--- src/design/ras_pkg.sv ---
// ----------------------------------------------------------------------------
// ras_pkg: shared types and control store for the rational search block
// Holds the field widths, the control-word layout and the read-only program
// that sequences the Stern-Brocot datapath.
// ----------------------------------------------------------------------------
package ras_pkg;

    localparam int FRAC_BITS  = 16;
    localparam int INT_BITS   = 16;
    localparam int VALUE_W    = 32;
    localparam int NUM_W      = 32;
    localparam int TOL_W      = 16;
    localparam int FRAC_W     = FRAC_BITS;
    localparam int WHOLE_W    = INT_BITS;
    localparam int DEN_W      = FRAC_BITS + 1;
    localparam int DIFF_W     = 35;
    localparam int MAG_W      = DIFF_W - 1;
    localparam int PROD_W     = TOL_W + DEN_W;
    localparam int SCALE_W    = WHOLE_W + DEN_W;

    // Program steps of the sequencer.
    typedef enum logic [2:0] {
        STEP_LOAD  = 3'd0,
        STEP_MUL   = 3'd1,
        STEP_TEST  = 3'd2,
        STEP_SCALE = 3'd3,
        STEP_EMIT  = 3'd4
    } step_t;

    // Datapath action selected by a control word.
    typedef enum logic [2:0] {
        ACT_LOAD,
        ACT_MUL,
        ACT_MEDIANT,
        ACT_SCALE,
        ACT_EMIT
    } action_t;

    // Branch condition tested by a control word.
    typedef enum logic [1:0] {
        COND_ALWAYS,
        COND_INPUT,
        COND_CLOSE,
        COND_OUT_FREE
    } cond_t;

    typedef struct packed {
        action_t act;
        cond_t   cond;
        step_t   tgt_true;
        step_t   tgt_false;
    } ctrl_word_t;

    // Control store: one word per step.
    function automatic ctrl_word_t ctrl_rom(input step_t step);
        ctrl_word_t w;
        case (step)
            STEP_LOAD:  w = '{ACT_LOAD,    COND_INPUT,    STEP_MUL,   STEP_LOAD};
            STEP_MUL:   w = '{ACT_MUL,     COND_ALWAYS,   STEP_TEST,  STEP_TEST};
            STEP_TEST:  w = '{ACT_MEDIANT, COND_CLOSE,    STEP_SCALE, STEP_MUL};
            STEP_SCALE: w = '{ACT_SCALE,   COND_ALWAYS,   STEP_EMIT,  STEP_EMIT};
            STEP_EMIT:  w = '{ACT_EMIT,    COND_OUT_FREE, STEP_LOAD,  STEP_EMIT};
            default:    w = '{ACT_LOAD,    COND_ALWAYS,   STEP_LOAD,  STEP_LOAD};
        endcase
        return w;
    endfunction

endpackage

--- src/design/rational_approximation_search.sv ---
// ----------------------------------------------------------------------------
// rational_approximation_search: best rational approximation of a Q16.16 value
// Splits the input into whole and fractional parts and walks the Stern-Brocot
// tree from 0/1 and 1/1 until the candidate lies within the tolerance.
// ----------------------------------------------------------------------------
// Usage notes.
// The input channel (item_valid, item_ready, value) carries one unsigned
// Q16.16 number per transfer. The output channel (result_valid, result_ready,
// numerator, denominator, inexact) returns exactly one fraction per input.
// The tolerance register is written through cfg_we and cfg_wdata, in units of
// 2^-16, and must only be changed while the block is idle.
// Control comes from a five-step program in a small control store. A search
// takes one multiply step and one test step per candidate, after a load step
// for the item, and ends with a step that scales the whole part and one that
// writes the output register. The loop through the tolerance multiplier runs
// once per candidate; the number of mediant steps can reach 2^16 - 1 at worst.
// The result sits in an output register; the block goes back to accept the
// next item while that result waits, and only stalls its write-out step if
// the previous result has still not been taken.
// Reset clears the program counter, the output valid flag and the tolerance.
// ----------------------------------------------------------------------------
module rational_approximation_search
    import ras_pkg::*;
(
    input  logic                 clk,
    input  logic                 rst_n,
    input  logic                 cfg_we,
    input  logic [TOL_W-1:0]     cfg_wdata,
    input  logic                 item_valid,
    output logic                 item_ready,
    input  logic [VALUE_W-1:0]   value,
    output logic                 result_valid,
    input  logic                 result_ready,
    output logic [NUM_W-1:0]     numerator,
    output logic [DEN_W-1:0]     denominator,
    output logic                 inexact
);

    // Sequencer state.
    step_t            step_reg, step_next;
    ctrl_word_t       ctrl;
    logic             cond_true;

    logic [TOL_W-1:0] tol_reg;

    // Search datapath. Differences hold p*2^F - x*q in two's complement.
    logic [DEN_W-1:0]   low_num_reg,  low_num_next;
    logic [DEN_W-1:0]   low_den_reg,  low_den_next;
    logic [DEN_W-1:0]   high_num_reg, high_num_next;
    logic [DEN_W-1:0]   high_den_reg, high_den_next;
    logic [DIFF_W-1:0]  low_diff_reg, low_diff_next;
    logic [DIFF_W-1:0]  high_diff_reg, high_diff_next;
    logic [DEN_W-1:0]   cur_num_reg,  cur_num_next;
    logic [DEN_W-1:0]   cur_den_reg,  cur_den_next;
    logic [DIFF_W-1:0]  cur_diff_reg, cur_diff_next;
    logic [WHOLE_W-1:0] whole_reg,    whole_next;
    logic [PROD_W-1:0]  prod_reg,     prod_next;
    logic [MAG_W-1:0]   mag_reg,      mag_next;
    logic [SCALE_W-1:0] scale_reg,    scale_next;

    // Output register.
    logic               result_valid_reg, result_valid_next;
    logic [NUM_W-1:0]   numerator_reg,    numerator_next;
    logic [DEN_W-1:0]   denominator_reg,  denominator_next;
    logic               inexact_reg,      inexact_next;

    logic [FRAC_W-1:0]  frac_in;
    logic [DEN_W-1:0]   med_num;
    logic [DEN_W-1:0]   med_den;
    logic [DIFF_W-1:0]  med_diff;
    logic               med_not_pos;
    logic [DIFF_W-1:0]  cur_mag;
    logic               close_enough;
    logic               out_free;

    assign ctrl = ctrl_rom(step_reg);

    assign frac_in = value[FRAC_W-1:0];

    // Mediant of the two bounds, with its difference formed by one addition.
    assign med_num     = low_num_reg + high_num_reg;
    assign med_den     = low_den_reg + high_den_reg;
    assign med_diff    = low_diff_reg + high_diff_reg;
    assign med_not_pos = med_diff[DIFF_W-1] || (med_diff == '0);

    assign cur_mag      = cur_diff_reg[DIFF_W-1] ? (DIFF_W'(0) - cur_diff_reg) : cur_diff_reg;
    assign close_enough = mag_reg <= MAG_W'(prod_reg);
    assign out_free     = !result_valid_reg || result_ready;

    // Branch condition of the current control word.
    always_comb
    begin
        case (ctrl.cond)
            COND_ALWAYS:   cond_true = 1'b1;
            COND_INPUT:    cond_true = item_valid;
            COND_CLOSE:    cond_true = close_enough;
            COND_OUT_FREE: cond_true = out_free;
            default:       cond_true = 1'b1;
        endcase
    end

    // Next step of the program.
    always_comb
    begin
        step_next = cond_true ? ctrl.tgt_true : ctrl.tgt_false;
    end

    // Input-side ready decoded from the control word.
    always_comb
    begin
        item_ready = (ctrl.act == ACT_LOAD);
    end

    // Datapath actions.
    always_comb
    begin
        low_num_next      = low_num_reg;
        low_den_next      = low_den_reg;
        high_num_next     = high_num_reg;
        high_den_next     = high_den_reg;
        low_diff_next     = low_diff_reg;
        high_diff_next    = high_diff_reg;
        cur_num_next      = cur_num_reg;
        cur_den_next      = cur_den_reg;
        cur_diff_next     = cur_diff_reg;
        whole_next        = whole_reg;
        prod_next         = prod_reg;
        mag_next          = mag_reg;
        scale_next        = scale_reg;
        numerator_next    = numerator_reg;
        denominator_next  = denominator_reg;
        inexact_next      = inexact_reg;
        result_valid_next = result_valid_reg && !result_ready;

        case (ctrl.act)
            ACT_LOAD:
            begin
                // Start from the bounds 0/1 and 1/1 with candidate 0/1.
                if (item_valid)
                begin
                    whole_next     = value[FRAC_BITS +: WHOLE_W];
                    low_num_next   = '0;
                    low_den_next   = DEN_W'(1);
                    high_num_next  = DEN_W'(1);
                    high_den_next  = DEN_W'(1);
                    low_diff_next  = DIFF_W'(0) - DIFF_W'(frac_in);
                    high_diff_next = (DIFF_W'(1) << FRAC_BITS) - DIFF_W'(frac_in);
                    cur_num_next   = '0;
                    cur_den_next   = DEN_W'(1);
                    cur_diff_next  = DIFF_W'(0) - DIFF_W'(frac_in);
                end
            end
            ACT_MUL:
            begin
                prod_next = PROD_W'(tol_reg) * PROD_W'(cur_den_reg);
                mag_next  = cur_mag[MAG_W-1:0];
            end
            ACT_MEDIANT:
            begin
                // Only step the tree while the candidate is still too far off.
                if (!close_enough)
                begin
                    if (med_not_pos)
                    begin
                        low_num_next  = med_num;
                        low_den_next  = med_den;
                        low_diff_next = med_diff;
                    end
                    else
                    begin
                        high_num_next  = med_num;
                        high_den_next  = med_den;
                        high_diff_next = med_diff;
                    end
                    cur_num_next  = med_num;
                    cur_den_next  = med_den;
                    cur_diff_next = med_diff;
                end
            end
            ACT_SCALE:
            begin
                scale_next = SCALE_W'(whole_reg) * SCALE_W'(cur_den_reg);
            end
            ACT_EMIT:
            begin
                if (out_free)
                begin
                    result_valid_next = 1'b1;
                    numerator_next    = scale_reg[NUM_W-1:0] + NUM_W'(cur_num_reg);
                    denominator_next  = cur_den_reg;
                    inexact_next      = (cur_diff_reg != '0);
                end
            end
            default:
            begin
                prod_next = prod_reg;
            end
        endcase
    end

    // Control registers.
    always_ff @(posedge clk or negedge rst_n)
    begin
        if (!rst_n)
        begin
            step_reg         <= STEP_LOAD;
            result_valid_reg <= 1'b0;
            tol_reg          <= '0;
        end
        else
        begin
            step_reg         <= step_next;
            result_valid_reg <= result_valid_next;
            if (cfg_we)
            begin
                tol_reg <= cfg_wdata;
            end
        end
    end

    // Payload registers.
    always_ff @(posedge clk)
    begin
        low_num_reg     <= low_num_next;
        low_den_reg     <= low_den_next;
        high_num_reg    <= high_num_next;
        high_den_reg    <= high_den_next;
        low_diff_reg    <= low_diff_next;
        high_diff_reg   <= high_diff_next;
        cur_num_reg     <= cur_num_next;
        cur_den_reg     <= cur_den_next;
        cur_diff_reg    <= cur_diff_next;
        whole_reg       <= whole_next;
        prod_reg        <= prod_next;
        mag_reg         <= mag_next;
        scale_reg       <= scale_next;
        numerator_reg   <= numerator_next;
        denominator_reg <= denominator_next;
        inexact_reg     <= inexact_next;
    end

    assign result_valid = result_valid_reg;
    assign numerator    = numerator_reg;
    assign denominator  = denominator_reg;
    assign inexact      = inexact_reg;

endmodule

--- config.mk ---
export PLATFORM = sky130hd
export DESIGN_NAME = rational_approximation_search
export DESIGN_NICKNAME = d
export VERILOG_FILES = /design/src/design/ras_pkg.sv /design/src/design/rational_approximation_search.sv
export SDC_FILE = /design/constraint.sdc
export NUM_CORES = 2
export LEC_CHECK = 0
export ABC_AREA = 1
export BUFFER_PORTS_ARGS = -buffer_cell sky130_fd_sc_hd__buf_2
export CELL_PAD_IN_SITES_DETAIL_PLACEMENT = 0
export CELL_PAD_IN_SITES_GLOBAL_PLACEMENT = 2
export CORE_MARGIN = 2
export CORE_UTILIZATION = 35
export DETAILED_ROUTE_END_ITERATION = 16
export GPL_ROUTABILITY_DRIVEN = 0
export GPL_TIMING_DRIVEN = 0
export HOLD_SLACK_MARGIN = 0.02
export PLACE_DENSITY = 0.69
export SETUP_SLACK_MARGIN = 0.5
export SYNTH_ARGS = -nofsm -noshare
export SYNTH_HDL_FRONTEND = slang
export SYNTH_SLANG_ARGS = --single-unit
export TNS_END_PERCENT = 10
--- constraint.sdc ---
create_clock -name clk -period 11.55 [get_ports clk]
set_clock_uncertainty 0.05 [all_clocks]
set_input_delay 2.31 -clock clk [delete_from_list [all_inputs] [get_ports clk]]
set_output_delay 2.31 -clock clk [all_outputs]
set_load 0.02 [all_outputs]
# --- Yosys cells after proc, flatten, opt, wreduce, memory -nomap -nowiden ---
# Cells that the tools add are included.
word_totals:
  reg_bits: 392
  input_bits: 53
  word_cells: 94
classes:
  addsub: 7
  n_mul: 2
  n_lt_le_gt_ge: 1
  n_eq_ne: 15
  mux: 34
  n_reduce_logical: 16
ops:
  columns: ["op", "n"]
  rows:
  - ["$mux 35", 7]
  - ["$pmux 35 s2", 3]
  - ["$mux 17", 12]
  - ["$pmux 17 s2", 6]
  - ["$pmux 11 s5", 1]
  - ["$add 35x35->35", 1]
  - ["$logic_not 35->1", 1]
  - ["$reduce_bool 35->1", 1]
  - ["$add 17x17->17", 2]
  - ["$le 34x33->1", 1]
  - ["$mux 34", 1]
  - ["$sub 1x34->34 const A", 1]
  - ["$mul 16x17->33", 1]
  - ["$add 32x17->32", 1]
  - ["$mul 16x17->32", 1]
  - ["$sub 17x16->18 const A", 1]
  - ["$sub 1x16->17 const A", 1]
  - ["$eq 3x2->1 const B", 4]
  - ["$ne 2x2->1 const B", 4]
  - ["$reduce_and 4->1", 2]
  - ["$eq 3x1->1 const B", 2]
  - ["$eq 3x3->1 const B", 2]
  - ["$logic_not 3->1", 2]
  - ["$eq 2x2->1 const B", 2]
  - ["11 further kinds", 15]

# --- Logic depth before layout (Yosys ltp) ---
depth:
  depth_word: 6
  depth_mapped: 28
  depth_no_buf: 26

# --- Worst setup path before layout ---
# Ideal clock, no wire load.
synth_timing:
  path_kind: "input-to-reg"
  start: "input port item_valid"
  end: "register high_den_reg[0], enable pin"
  t_arrival_ns: 5.939
  required_time_ns: 10.981
  setup_slack_ns: 5.042
  cell_stages: 4
  n_path_buf: 0
  cell_sequence: "inv_1 o21ai_0 nand2_1 a21oi_1"
synth_between:
  elab_chain_len: 2
synth_lines:
  columns: ["item", "line_no", "source"]
  rows:
  - ["start: declaration", "rational_approximation_search.sv:29", "input logic item_valid,"]
  - ["$ne 2x2->1 (no line)", null, null]
  - ["$reduce_and 4->1 (no line)", null, null]
  - ["end signal: assignment", "rational_approximation_search.sv:227", "high_den_reg <= high_den_next;"]
  - ["end: declaration", "rational_approximation_search.sv:50", "logic [DEN_W-1:0] high_den_reg, high_den_next;"]
# No other way between the ends.
# A chain may end at the register's enable or synchronous reset.

# --- Worst setup path after layout ---
layout_timing:
  start: "register cur_den_reg[5]"
  end: "register scale_reg[29] (data pin)"
layout_between:
  elab_chain_len: 1
layout_lines:
  columns: ["item", "line_no", "source"]
  rows:
  - ["start: declaration", "rational_approximation_search.sv:54", "logic [DEN_W-1:0] cur_den_reg, cur_den_next;"]
  - ["start signal: assignment", "rational_approximation_search.sv:231", "cur_den_reg <= cur_den_next;"]
  - ["$mul 16x17->32", "rational_approximation_search.sv:182", "scale_next = SCALE_W'(whole_reg) * SCALE_W'(cur_den_reg);"]
  - ["end signal: assignment", "rational_approximation_search.sv:236", "scale_reg <= scale_next;"]
  - ["end: declaration", "rational_approximation_search.sv:59", "logic [SCALE_W-1:0] scale_reg, scale_next;"]
# No other way between the ends.

==> flow_metrics.py <==
metrics = {
    "floorplan": {
        "io_pins": 105,
        "rows": 120,
        "core_mm2": 0.107,
        "initial_core_util_pct": 35.4,
        "die_x_um": 334,
        "die_h_um": 334,
        "dieArea_mm2": 0.111,
    },
    "global_routing": {
        "grt_overflow_total": 0,
        "grt_pass1_vias": 29300,
        "antenna_found_initial": 4,
        "grt_usage_pct": 21.8,
        "grt_pass1_wl_um": 182000,
        "grt_max_degree": 46,
    },
    "drt": {
        "ant_nets": 0,
        "wl_um": 118000,
        "drt-vias-per-instance": 4.73,
        "first_pass_iters": 5,
        "drt_iter0_drc": 1926,
        "vias": 28000,
        "wl_per_cell_um": 19.9,
        "drc": 0,
    },
    "setup_path": {
        "regToRegSetupSlack_ns": 4.05,
        "crit_arrival_ns": 7.88,
        "critPathLaunch": "cur_den_reg[5]",
        "start_kind": "flip-flop",
        "critical_path.cell_chain": "clkbuf_1 -> nand2_1 -> fa_1 -> inv_1 -> fa_1 -> inv_1 -> fa_1 -> inv_1 -> fa_1 -> fa_1 -> inv_1 -> fa_1 -> inv_1 -> ha_1 -> a21oi_1 -> inv_1 -> a31oi_1 -> a21boi_1 -> o21ai_0 -> a21oi_1 -> o21ai_1 -> xor2_1",
        "criticalPathCategory": "flip-flop to flip-flop",
        "path_depth": 22,
        "crit_path_end": "scale_reg[29]",
        "end_kind": "flip-flop",
        "cp_slowest_cell": "edfxtp_1",
        "crit_family": "adder cells",
        "r2r-start": "cur_den_reg[5]",
        "cp_max_fo": 10,
        "rr_endpoint": "scale_reg[29]",
        "max_stage_delay_ns": 0.84,
        "required_ns": 11.93,
        "worst-path-buf-inv": 7,
        "worst-r2r-cell-count": 22,
    },
    "min_path": {
        "hold_path_depth": 0,
        "hold_path.class": "flip-flop to flip-flop",
    },
    "cells_and_area": {
        "multi_input_area_mm2": 0.0220,
        "nets": 5273,
        "fin_area_mm2": 0.0422,
        "fillers": 11100,
        "seq_area_mm2": 0.0117,
        "syn2layout_area_growth_pct": 11.0,
        "drive_gt1_share_pct": 5.56,
        "finalNonFillerCells": 5921,
    },
    "cts": {
        "cts.sinks": 392,
        "cts_tree": "done",
        "clockRootBuffer": "clkbuf_16",
        "cts_setup_buffers": 0,
        "max-clock-path-buffers": 3,
        "ctsHoldBuffers": 0,
        "clkSlewWorstSetupHoldPaths_ns": 0.08,
        "cts-buffers-inserted": 49,
        "clkLatencyLatePin_ns": 0.67,
        "cts-resized-gates": 0,
        "htreeDepth": 2,
    },
    "timing": {
        "relSlewSlack_pct": 20.2,
        "setup_tns_ns": 0,
        "tightest_slew_ns": 1.20,
        "slew_violations": 0,
        "min_period_ns": 7.50,
        "finalSetupViolations": 0,
        "timing.fmax_ghz": 0.133,
        "final_hold_viol_count": 0,
        "finalCritPeriodShare_pct": 64.9,
        "grt_setup_unrepaired": "no",
    },
    "status": {
        "status": "complete, no violations",
    },
    "placement": {
        "dp_cells": 5829,
        "hpwl_um": 94300,
        "portBuffers": 103,
        "placed_area_mm2": 0.0405,
    },
    "synthesis": {
        "synthTopCellsByArea": "edfxtp_1 29%, fa_1 22%, ha_1 11%",
        "ys_seq_area_share_pct": 30.7,
        "ys_ff_latch": 392,
        "post-synth-top-area-cell": "edfxtp_1",
        "syn_nets": 5107,
        "synth.avg_cell_area_um2": 8.82,
        "async_flop_share_pct": 5.10,
        "syn_inst": 4311,
        "yosys_warnings": 0,
        "synth.distinct_cells": 54,
        "syn_area_mm2": 0.0380,
        "post-synth-top-count-cell": "inv_1",
        "synth_top_area_share_pct": 29.4,
        "yosys-top-cells-count": "1,045 x inv_1, 1,040 x nand2_1, 419 x fa_1",
        "synthFlopType": "edfxtp_1",
        "synth_edf_count": 372,
    },
    "flow_run": {
        "maxCapViolations": 0,
    },
}
## stage by stage
stage / utilization, % / hold slack [ns] / worst slack, ns
final: 39.3 / 0.431 / 4.05
after global placement: 37.5 / 0.405 / 1.49
after global routing: 39.3 / 0.450 / 3.67
after CTS: 39.3 / 0.430 / 4.04
after detailed placement: 37.8 / 0.416 / 4.07
after floorplan: - / 0.376 / 5.04
## worst reg2reg max path, cell delays in order (launching register included)
cell and delay (ns):
edfxtp_1 0.84, clkbuf_1 0.78, nand2_1 0.19, fa_1 0.60, inv_1 0.06, fa_1 0.50
inv_1 0.05, fa_1 0.48, inv_1 0.07, fa_1 0.54, fa_1 0.55, inv_1 0.06
fa_1 0.54, inv_1 0.05, ha_1 0.37, a21oi_1 0.15, inv_1 0.07, a31oi_1 0.15
a21boi_1 0.46, o21ai_0 0.24, a21oi_1 0.26, o21ai_1 0.10, xor2_1 0.15
## worst min path at each step
stage | slack [ns] | startpoint | to
finish | 0.43 | cur_diff_reg[0] | mag_reg[0]
global route | 0.45 | cur_diff_reg[0] | mag_reg[0]
CTS | 0.43 | cur_diff_reg[0] | mag_reg[0]
detailed placement | 0.42 | cur_diff_reg[0] | mag_reg[0]
global placement | 0.41 | cur_diff_reg[0] | mag_reg[0]
floorplan | 0.38 | cur_diff_reg[0] | mag_reg[0]
## cell families (layout without fill, tap and decap cells)
group	after synthesis	after routing	share of synthesized area, %
simple gates	1436	1436	15.2
buf+inv	1178	1384	11.7
fa+ha+maj	743	743	32.7
compound gates	400	400	5.95
flops	392	392	30.7
xor+xnor	146	146	3.36
mux	16	16	0.474
other cells	0	1	0
## placed cells by master (no fill, tap or decap), types with 18 or more instances in the layout
master and n:
nand4_1 27, a21oi_1 185, clkbuf_16 49, o21ai_1 18, clkbuf_1 133, xor2_1 87, o21ai_0 101, xnor2_1 59
nand3_1 83, nor2_1 205, edfxtp_1 372, nor3_1 34, inv_1 1042, ha_1 324, nand2_1 1040, dfrtp_1 20
o21a_1 21, fa_1 419, buf_2 104
## layout make-up
type	instances	share of cell area [%]
well taps	1403	4.16
multi-input cells	2741	52.0
plain buffers	132	1.19
repair buffers	115	1.73
flip-flops and latches	392	27.7
clock buffers	53	2.94
diodes	1	0.00593
inverters	1046	9.31
clock inverters	38	0.996
## routing by layer
| metal | wire length [um] | track usage [%] | share of wire (%) | vias to the layer above |
|---|---|---|---|---|
| met3 | 7400 | 4.38 | 6.3 | 121 |
| li1 | - | - | - | 13600 |
| met1 | 56800 | 31.7 | 48 | 13700 |
| met2 | 51000 | 33.6 | 43 | 628 |
| met5 | 13 | 0 | 0.011 | - |
| met4 | 2520 | 4.65 | 2.1 | 2 |
Power is not shown: default switching activity piles up to over one toggle a cycle in this logic, so the estimate is an artifact.
